$ cat src/sv/csu_pkg.sv
// Shared constants and control types for the cosine similarity unit.
package csu_pkg;

	localparam int FIELD_BITS   = 16;  // width of each element field on the input stream
	localparam int ELEMENT_BITS = 16;  // default count of element bits taken from each field
	localparam int ACC_BITS     = 43;  // accumulator width, saturating
	localparam int PROD_BITS    = 2 * ACC_BITS;
	localparam int FRAC_SHIFT   = 32;  // 2^32 scale on dot^2 for a Q16 quotient
	localparam int WIDE_BITS    = 120; // width of the square-root search words
	localparam int SIM_BITS     = 17;  // Q1.16 similarity
	localparam int SEARCH_TOP   = 16;  // first quotient bit tried
	localparam int BIT_IDX_BITS = 5;
	localparam int MUL_CHUNK    = 11;  // multiplier operand slice per step
	localparam int MUL_STEPS    = 4;
	localparam int MUL_IDX_BITS = 2;

	typedef struct packed {
		logic                    in_take;
		logic                    acc_clear;
		logic                    mul_load_p;
		logic                    mul_load_d;
		logic                    mul_step;
		logic [MUL_IDX_BITS-1:0] mul_idx;
		logic                    search_init;
		logic                    search_add;
		logic                    search_test;
		logic [BIT_IDX_BITS-1:0] search_bit;
		logic                    out_load;
		logic                    out_degen;
	} csu_cmd_t;

	typedef struct packed {
		logic degen;
		logic pass;
	} csu_status_t;

endpackage

$ cat src/sv/csu_ctrl.sv
// Sequencer for accumulation, the two wide products, the root search and the result hand-off.
module csu_ctrl (
	input  logic                 clk,
	input  logic                 arst_n,
	input  logic                 s_tvalid,
	input  logic                 s_tlast,
	output logic                 in_ready,
	input  logic                 out_ready,
	output logic                 out_valid,
	input  csu_pkg::csu_status_t status,
	output csu_pkg::csu_cmd_t    cmd
);

	typedef enum logic [3:0] {
		ST_ACCUM,
		ST_DRAIN,
		ST_CHECK,
		ST_MUL_P,
		ST_LOAD_D,
		ST_MUL_D,
		ST_INIT,
		ST_SRCH_A,
		ST_SRCH_B,
		ST_FINISH
	} state_t;

	state_t                                state_q;
	logic [csu_pkg::MUL_IDX_BITS-1:0]      idx_q;
	logic [csu_pkg::BIT_IDX_BITS-1:0]      bit_q;
	logic                                  degen_q;
	logic                                  out_valid_q;
	logic                                  out_free;

	assign out_free  = !out_valid_q || out_ready;
	assign in_ready  = (state_q == ST_ACCUM);
	assign out_valid = out_valid_q;

	always_comb begin
		cmd             = '0;
		cmd.in_take     = in_ready && s_tvalid;
		cmd.mul_idx     = idx_q;
		cmd.search_bit  = bit_q;
		cmd.out_degen   = degen_q;
		cmd.mul_load_p  = (state_q == ST_CHECK) && !status.degen;
		cmd.mul_load_d  = (state_q == ST_LOAD_D);
		cmd.mul_step    = (state_q == ST_MUL_P) || (state_q == ST_MUL_D);
		cmd.search_init = (state_q == ST_INIT);
		cmd.search_add  = (state_q == ST_SRCH_A);
		cmd.search_test = (state_q == ST_SRCH_B);
		cmd.out_load    = (state_q == ST_FINISH) && out_free;
		cmd.acc_clear   = (state_q == ST_FINISH) && out_free;
	end

	always_ff @(posedge clk or negedge arst_n) begin
		if (!arst_n) begin
			state_q     <= ST_ACCUM;
			idx_q       <= '0;
			bit_q       <= '0;
			degen_q     <= 1'b0;
			out_valid_q <= 1'b0;
		end else begin
			// A new result may replace the one taken in the same cycle.
			if (cmd.out_load) begin
				out_valid_q <= 1'b1;
			end else if (out_ready) begin
				out_valid_q <= 1'b0;
			end
			case (state_q)
				ST_ACCUM: begin
					if (s_tvalid && s_tlast) begin
						state_q <= ST_DRAIN;
					end
				end
				ST_DRAIN: begin
					state_q <= ST_CHECK;
				end
				ST_CHECK: begin
					idx_q <= '0;
					if (status.degen) begin
						degen_q <= 1'b1;
						state_q <= ST_FINISH;
					end else begin
						degen_q <= 1'b0;
						state_q <= ST_MUL_P;
					end
				end
				ST_MUL_P: begin
					idx_q <= idx_q + 1'b1;
					if (idx_q == csu_pkg::MUL_IDX_BITS'(csu_pkg::MUL_STEPS - 1)) begin
						state_q <= ST_LOAD_D;
					end
				end
				ST_LOAD_D: begin
					state_q <= ST_MUL_D;
				end
				ST_MUL_D: begin
					idx_q <= idx_q + 1'b1;
					if (idx_q == csu_pkg::MUL_IDX_BITS'(csu_pkg::MUL_STEPS - 1)) begin
						bit_q   <= csu_pkg::BIT_IDX_BITS'(csu_pkg::SEARCH_TOP);
						state_q <= ST_INIT;
					end
				end
				ST_INIT: begin
					state_q <= ST_SRCH_A;
				end
				ST_SRCH_A: begin
					state_q <= ST_SRCH_B;
				end
				ST_SRCH_B: begin
					// A full-scale quotient is the largest allowed, so stop once it passes.
					if ((status.pass && bit_q == csu_pkg::BIT_IDX_BITS'(csu_pkg::SEARCH_TOP))
					    || bit_q == '0) begin
						state_q <= ST_FINISH;
					end else begin
						bit_q   <= bit_q - 1'b1;
						state_q <= ST_SRCH_A;
					end
				end
				ST_FINISH: begin
					if (out_free) begin
						state_q <= ST_ACCUM;
					end
				end
				default: begin
					state_q <= ST_ACCUM;
				end
			endcase
		end
	end

endmodule

$ cat config.mk
export PLATFORM = sky130hd
export DESIGN_NAME = csu_ctrl
export DESIGN_NICKNAME = d
export VERILOG_FILES = /design/src/sv/csu_pkg.sv /design/src/sv/csu_ctrl.sv
export SDC_FILE = /design/constraint.sdc
export NUM_CORES = 1
export LEC_CHECK = 0
export BUFFER_PORTS_ARGS = -buffer_cell sky130_fd_sc_hd__buf_2
export CELL_PAD_IN_SITES_DETAIL_PLACEMENT = 2
export CELL_PAD_IN_SITES_GLOBAL_PLACEMENT = 2
export CORE_MARGIN = 4
export CORE_UTILIZATION = 31
export DETAILED_ROUTE_END_ITERATION = 8
export PLACE_DENSITY_LB_ADDON = 0.1
export SLEW_MARGIN = 20
export SYNTH_ARGS = -nofsm -noshare
export SYNTH_HDL_FRONTEND = slang
export SYNTH_SLANG_ARGS = --single-unit
$ cat constraint.sdc
create_clock -name clk -period 2.4 [get_ports clk]
set_input_delay 0.24 -clock clk [delete_from_list [all_inputs] [get_ports clk]]
set_output_delay 0.24 -clock clk [all_outputs]
set_load 0.01 [all_outputs]
After elaboration in Yosys (flattened, before gate mapping). Index checks and enable logic that the tools add are counted.

$add $sub $neg: 2. Eq/ne operators: 16. Multiplexer cells: 14. Reduce and logical (&&, ||, !) cells: 18.

Operators with widths (number): one-hot mux 4 bit (10 select lines) (1); 2-to-1 mux 4 bit (6); == test 4 x 3 -> 1 bit, second input constant (4); 2-to-1 mux 5 bit (2); one-hot mux 5 bit (2 select lines) (1); == test 4 x 2 -> 1 bit, second input constant (2); == test 4 bit, second input constant (2); inequality test 2 x 1 -> 1 bit, second input constant (3); nonzero test 2 bit (3); == test 5 bit, second input constant (1); logical AND 1 bit (5); zero test 5 bit (1); subtractor 5 x 1 -> 5 bit, second input constant (1); == test 4 x 1 -> 1 bit, second input constant (1); zero test 4 bit (1); inequality test 2 bit, second input constant (2); one-hot mux 2 bit (2 select lines) (1); AND reduction 4 bit (1); logical OR 1 bit (3); 2-to-1 mux 1 bit (3); AND reduction 3 bit (1); adder 2 x 1 -> 2 bit, second input constant (1); == test 2 bit, second input constant (1); zero test 1 bit (2); OR reduction 2 bit (1).

Flip-flop bits (word level): 13. Bits of input ports: 7. Output and inout port bits: 19. Word-level logic and storage cells: 55.

Depth between registers and ports, before layout.
Depth after elaboration: 5. Depth in mapped cells: 6. Mapped depth without buffers: 6.

Worst setup path before layout. No wires, ideal clock.

Kind: register to register. Start: register bit_q[0] (netlist bit). End: register bit_q[2] (netlist bit). Library setup time: 0.079 ns. Data arrival time: 1.520 ns. Data required time: 2.321 ns. Setup slack: 0.801 ns. Stages on the path, launching flop included: 7. Path buffers: 0. Period minus slack after synthesis: 1.599 ns. Path through: dfrtp_1 inv_1 ha_1 or3b_1 o21a_4 nand2_1 mux2i_1.

Longest elaborated chain between the ends: 5. Elaborated cells on any way between the ends: 9. Those cells by class: add/sub: 1; eq/ne: 2; mux: 2; reduce/logical: 4.

RTL lines: from (decl) (line csu_ctrl.sv:29) `logic [csu_pkg::BIT_IDX_BITS-1:0] bit_q;`; from (signal assigned) (line csu_ctrl.sv:99) `bit_q <= csu_pkg::BIT_IDX_BITS'(csu_pkg::SEARCH_TOP);`; from (signal assigned) (line csu_ctrl.sv:115) `bit_q <= bit_q - 1'b1;`; branches (longest 5 deep; another with subtractor 5 x 1 -> 5 bit).

Several ways; the timed one is not identified. The select of a mux whose other input is x is not followed. A chain may end at the register's enable or synchronous reset.

==> impl_metrics.csv <==
group,metric,value,unit
timing,skew,0.00351,ns
drt,post_drt_wl_per_cell,16.6,µm
drt,drt_wl_total,2430,µm
timing,drv_slew,0,
hold_path,hp-class,"in2reg",
clocking,cts.sinks,13,
floorplan,dieArea,3570,µm²
clocking,numCtsBuffers,3,
clocking,clockBufferDepth,2,
worst_setup_path,cp.arrival,1.68,ns
global_routing,grt_pass1_vias,831,
logic_synthesis,seq_area_frac_synth,0.392,
worst_setup_path,start_kind,"register",
final_layout,fillers,307,
floorplan,die_height,59.8,µm
clocking,cts_tree,"yes",
floorplan,num_io_pins,26,
status,run_status,"complete, no violations",
final_layout,n_antenna_cell,0,
timing,worst_pin_slew,0.569,ns
timing,max_slew_margin,0.621,
floorplan,core_area,2520,µm²
placed_design,post-place-cells,141,
timing,fin_crit_sh,0.802,
clocking,cts_root_buf,"clkbuf_4",
final_layout,syn_to_final_growth,19.0,%
worst_setup_path,cp.required,2.16,ns
drt,initialDrtViolationCount,16,
placed_design,port_buffers,25,
worst_setup_path,endpoint_kind,"output pin",
worst_setup_path,max_stage_delay,0.54,ns
logic_synthesis,netlist-cell-type-count,33,
logic_synthesis,synthCells,92,
run,max_cap_viol_count,0,
logic_synthesis,synth_top_area_share,0.392,
timing,hold_viol_final,0,
floorplan,start_util,0.329,
worst_setup_path,crit_slowest_cell,"dfrtp_1",
timing,fin_crit,1.92,ns
final_layout,fin_nets,126,
drt,via_per_inst,5.24,
pwr,vdd_drop_max,0.550,mV
final_layout,register_area,325,µm²
global_routing,grt_overflow,0,
logic_synthesis,synth.cell_area,831,µm²
worst_setup_path,critical_path.cell_chain,"and2b_1 > nand3b_1 > nor2_1 > buf_2",
global_routing,antenna_found_initial,0,
logic_synthesis,synth_nets,101,
logic_synthesis,syn_area_per_cell,9.03,µm²
global_routing,grt_max_degree,16,
final_layout,instances_no_fill,146,
drt,ant_nets,0,
global_routing,grtUsageTotal,0.146,
floorplan,rows,18,
drt,firstDrtPassIters,2,
final_layout,drive_gt1_frac,0.276,
floorplan,fp.dieW,59.8,µm
placed_design,gp_congestion,0.837,
drt,drc,0,
timing,fmax,0.520,GHz
placed_design,dp_hpwl,1820,µm
global_routing,grt_pass1_wl,3970,µm
final_layout,multi_input_area,445,µm²
clocking,h-tree-depth,1,
pwr,p_leak,0.494,nW
worst_setup_path,worstSetupPathType,"reg2out",
clocking,clkSlewWorstSetupHoldPaths,0.10,ns
timing,rsz0062_at_grt,"false",
pwr,power_density,1350,nW/µm²
worst_setup_path,cp_max_fo,10,
timing,setup_tns,0,ns
pwr,power,1.33,mW
timing,finalSetupViolations,0,
logic_synthesis,yosys.area.top_type,"dfrtp_1",
logic_synthesis,ys_seq_elements,13,
logic_synthesis,ys_top_cells_by_area,"dfrtp_1, nand2_1, mux2i_1",
drt,vias,765,
logic_synthesis,synth_warnings,0,
clocking,clock_latency,0.28,ns
-- sequential cells by signal (all words and copies together), names as in the netlist --
register / flops
bit_q: 5
degen_q: 1
idx_q: 2
out_valid: 1
state_q: 4
-- kinds of logic (layout without fill, tap and decap cells) --
kind of cell               after synthesis  after routing  synth area share
AOI/OAI and AO/OA                       17             17             0.142
and+or+nand+nor                         42             42             0.283
DFF                                     13             13             0.392
xor gates and xnor gates                 3              3            0.0316
adders and majority gates                2              2            0.0301
muxes                                    4              4            0.0497
buffers and inverters                   11             35            0.0723
-- metal layers --
metal	wire length (µm)	GRT usage
met1	1150	0.206
met2	1160	0.236
met3	109	0.0238
met4	8	0.0285
met5	0	0
-- layout make-up --
class | instances | area share
Multi-Input combinational cell | 68 | 0.451
Sequential cell | 13 | 0.329
Timing Repair Buffer | 26 | 0.137
Tap cell | 30 | 0.0380
Clock buffer | 4 | 0.0266
Inverter | 5 | 0.0190
-- cells in the mapped netlist --
master,instances
inv_1,5
or3b_1,1
buf_4,2
and2_1,1
nor2b_1,3
nor3_1,4
nor4b_4,1
nor4_1,2
nand2_1,10
nor2_1,8
mux2i_1,3
o211ai_1,4
or4_1,1
a32oi_1,1
nand4b_1,1
a211oi_2,1
o21ai_1,1
nand3b_1,1
xor2_1,2
ha_1,2
and3_1,1
buf_6,1
dfrtp_1,13
o21ai_0,4
and2b_1,1
o21a_4,1
buf_2,3
mux2_2,1
o22ai_1,1
nand2b_1,4
xnor2_1,1
nand3_1,3
a21oi_1,4
-- worst max-delay path: cells and delay by family (launching register included) --
family                 cells  cell delay (ns)
and+or+nand+nor            3             0.69
buffers and inverters      1             0.16
DFF                        1             0.54
-- metrics by stage --
step                      instance area, µm²  setup slack, ns  hold slack (ns)  utilization
final                                    988            0.476            0.226        0.392
after CTS                                988            0.485            0.221        0.392
after global placement                   952            0.743            0.158        0.377
after detailed placement                 952            0.702            0.168        0.377
after floorplan                          831            0.801          -0.0556            -
after global routing                     988            0.392            0.220        0.392
-- where the power goes --
part / switching, mW / internal [mW] / total (mW) / leakage, nW
registers: 0.181 / 0.322 / 0.504 / 0.159
logic: 0.372 / 0.308 / 0.680 / 0.320
clock network: 0.0834 / 0.0644 / 0.148 / 0.0150
-- cell usage in the layout, fill, tap and decap left out, types with 2 or more instances in the layout --
master	count
buf_2	25
dfrtp_1	13
nand2_1	10
nor2_1	8
inv_1	5
nand2b_1	4
nor3_1	4
o21ai_0	4
a21oi_1	4
o211ai_1	4
nand3_1	3
nor2b_1	3
mux2i_1	3
clkbuf_4	3
nor4_1	2
xor2_1	2
ha_1	2
-- final timing paths --
path,start,depth (start not counted),slack [ns],end
max in group asynchronous,arst_n,2,1.78,bit_q[1]
min reg2reg,idx_q[0],1,0.51,idx_q[0]
max reg2reg,bit_q[0],6,0.68,bit_q[3]
max,state_q[1],4,0.48,cmd[1]
min in group asynchronous,arst_n,2,0.38,degen_q
min,status[1],2,0.23,degen_q
-- timing repair --
item,CTS,global route
setup buffers,0,0
gates resized for setup,0,0
endpoints found under the setup margin,0,0
endpoints found under the hold margin,13,0
hold buffers,1,0
Note: power is estimated with default switching activity, not from simulation.
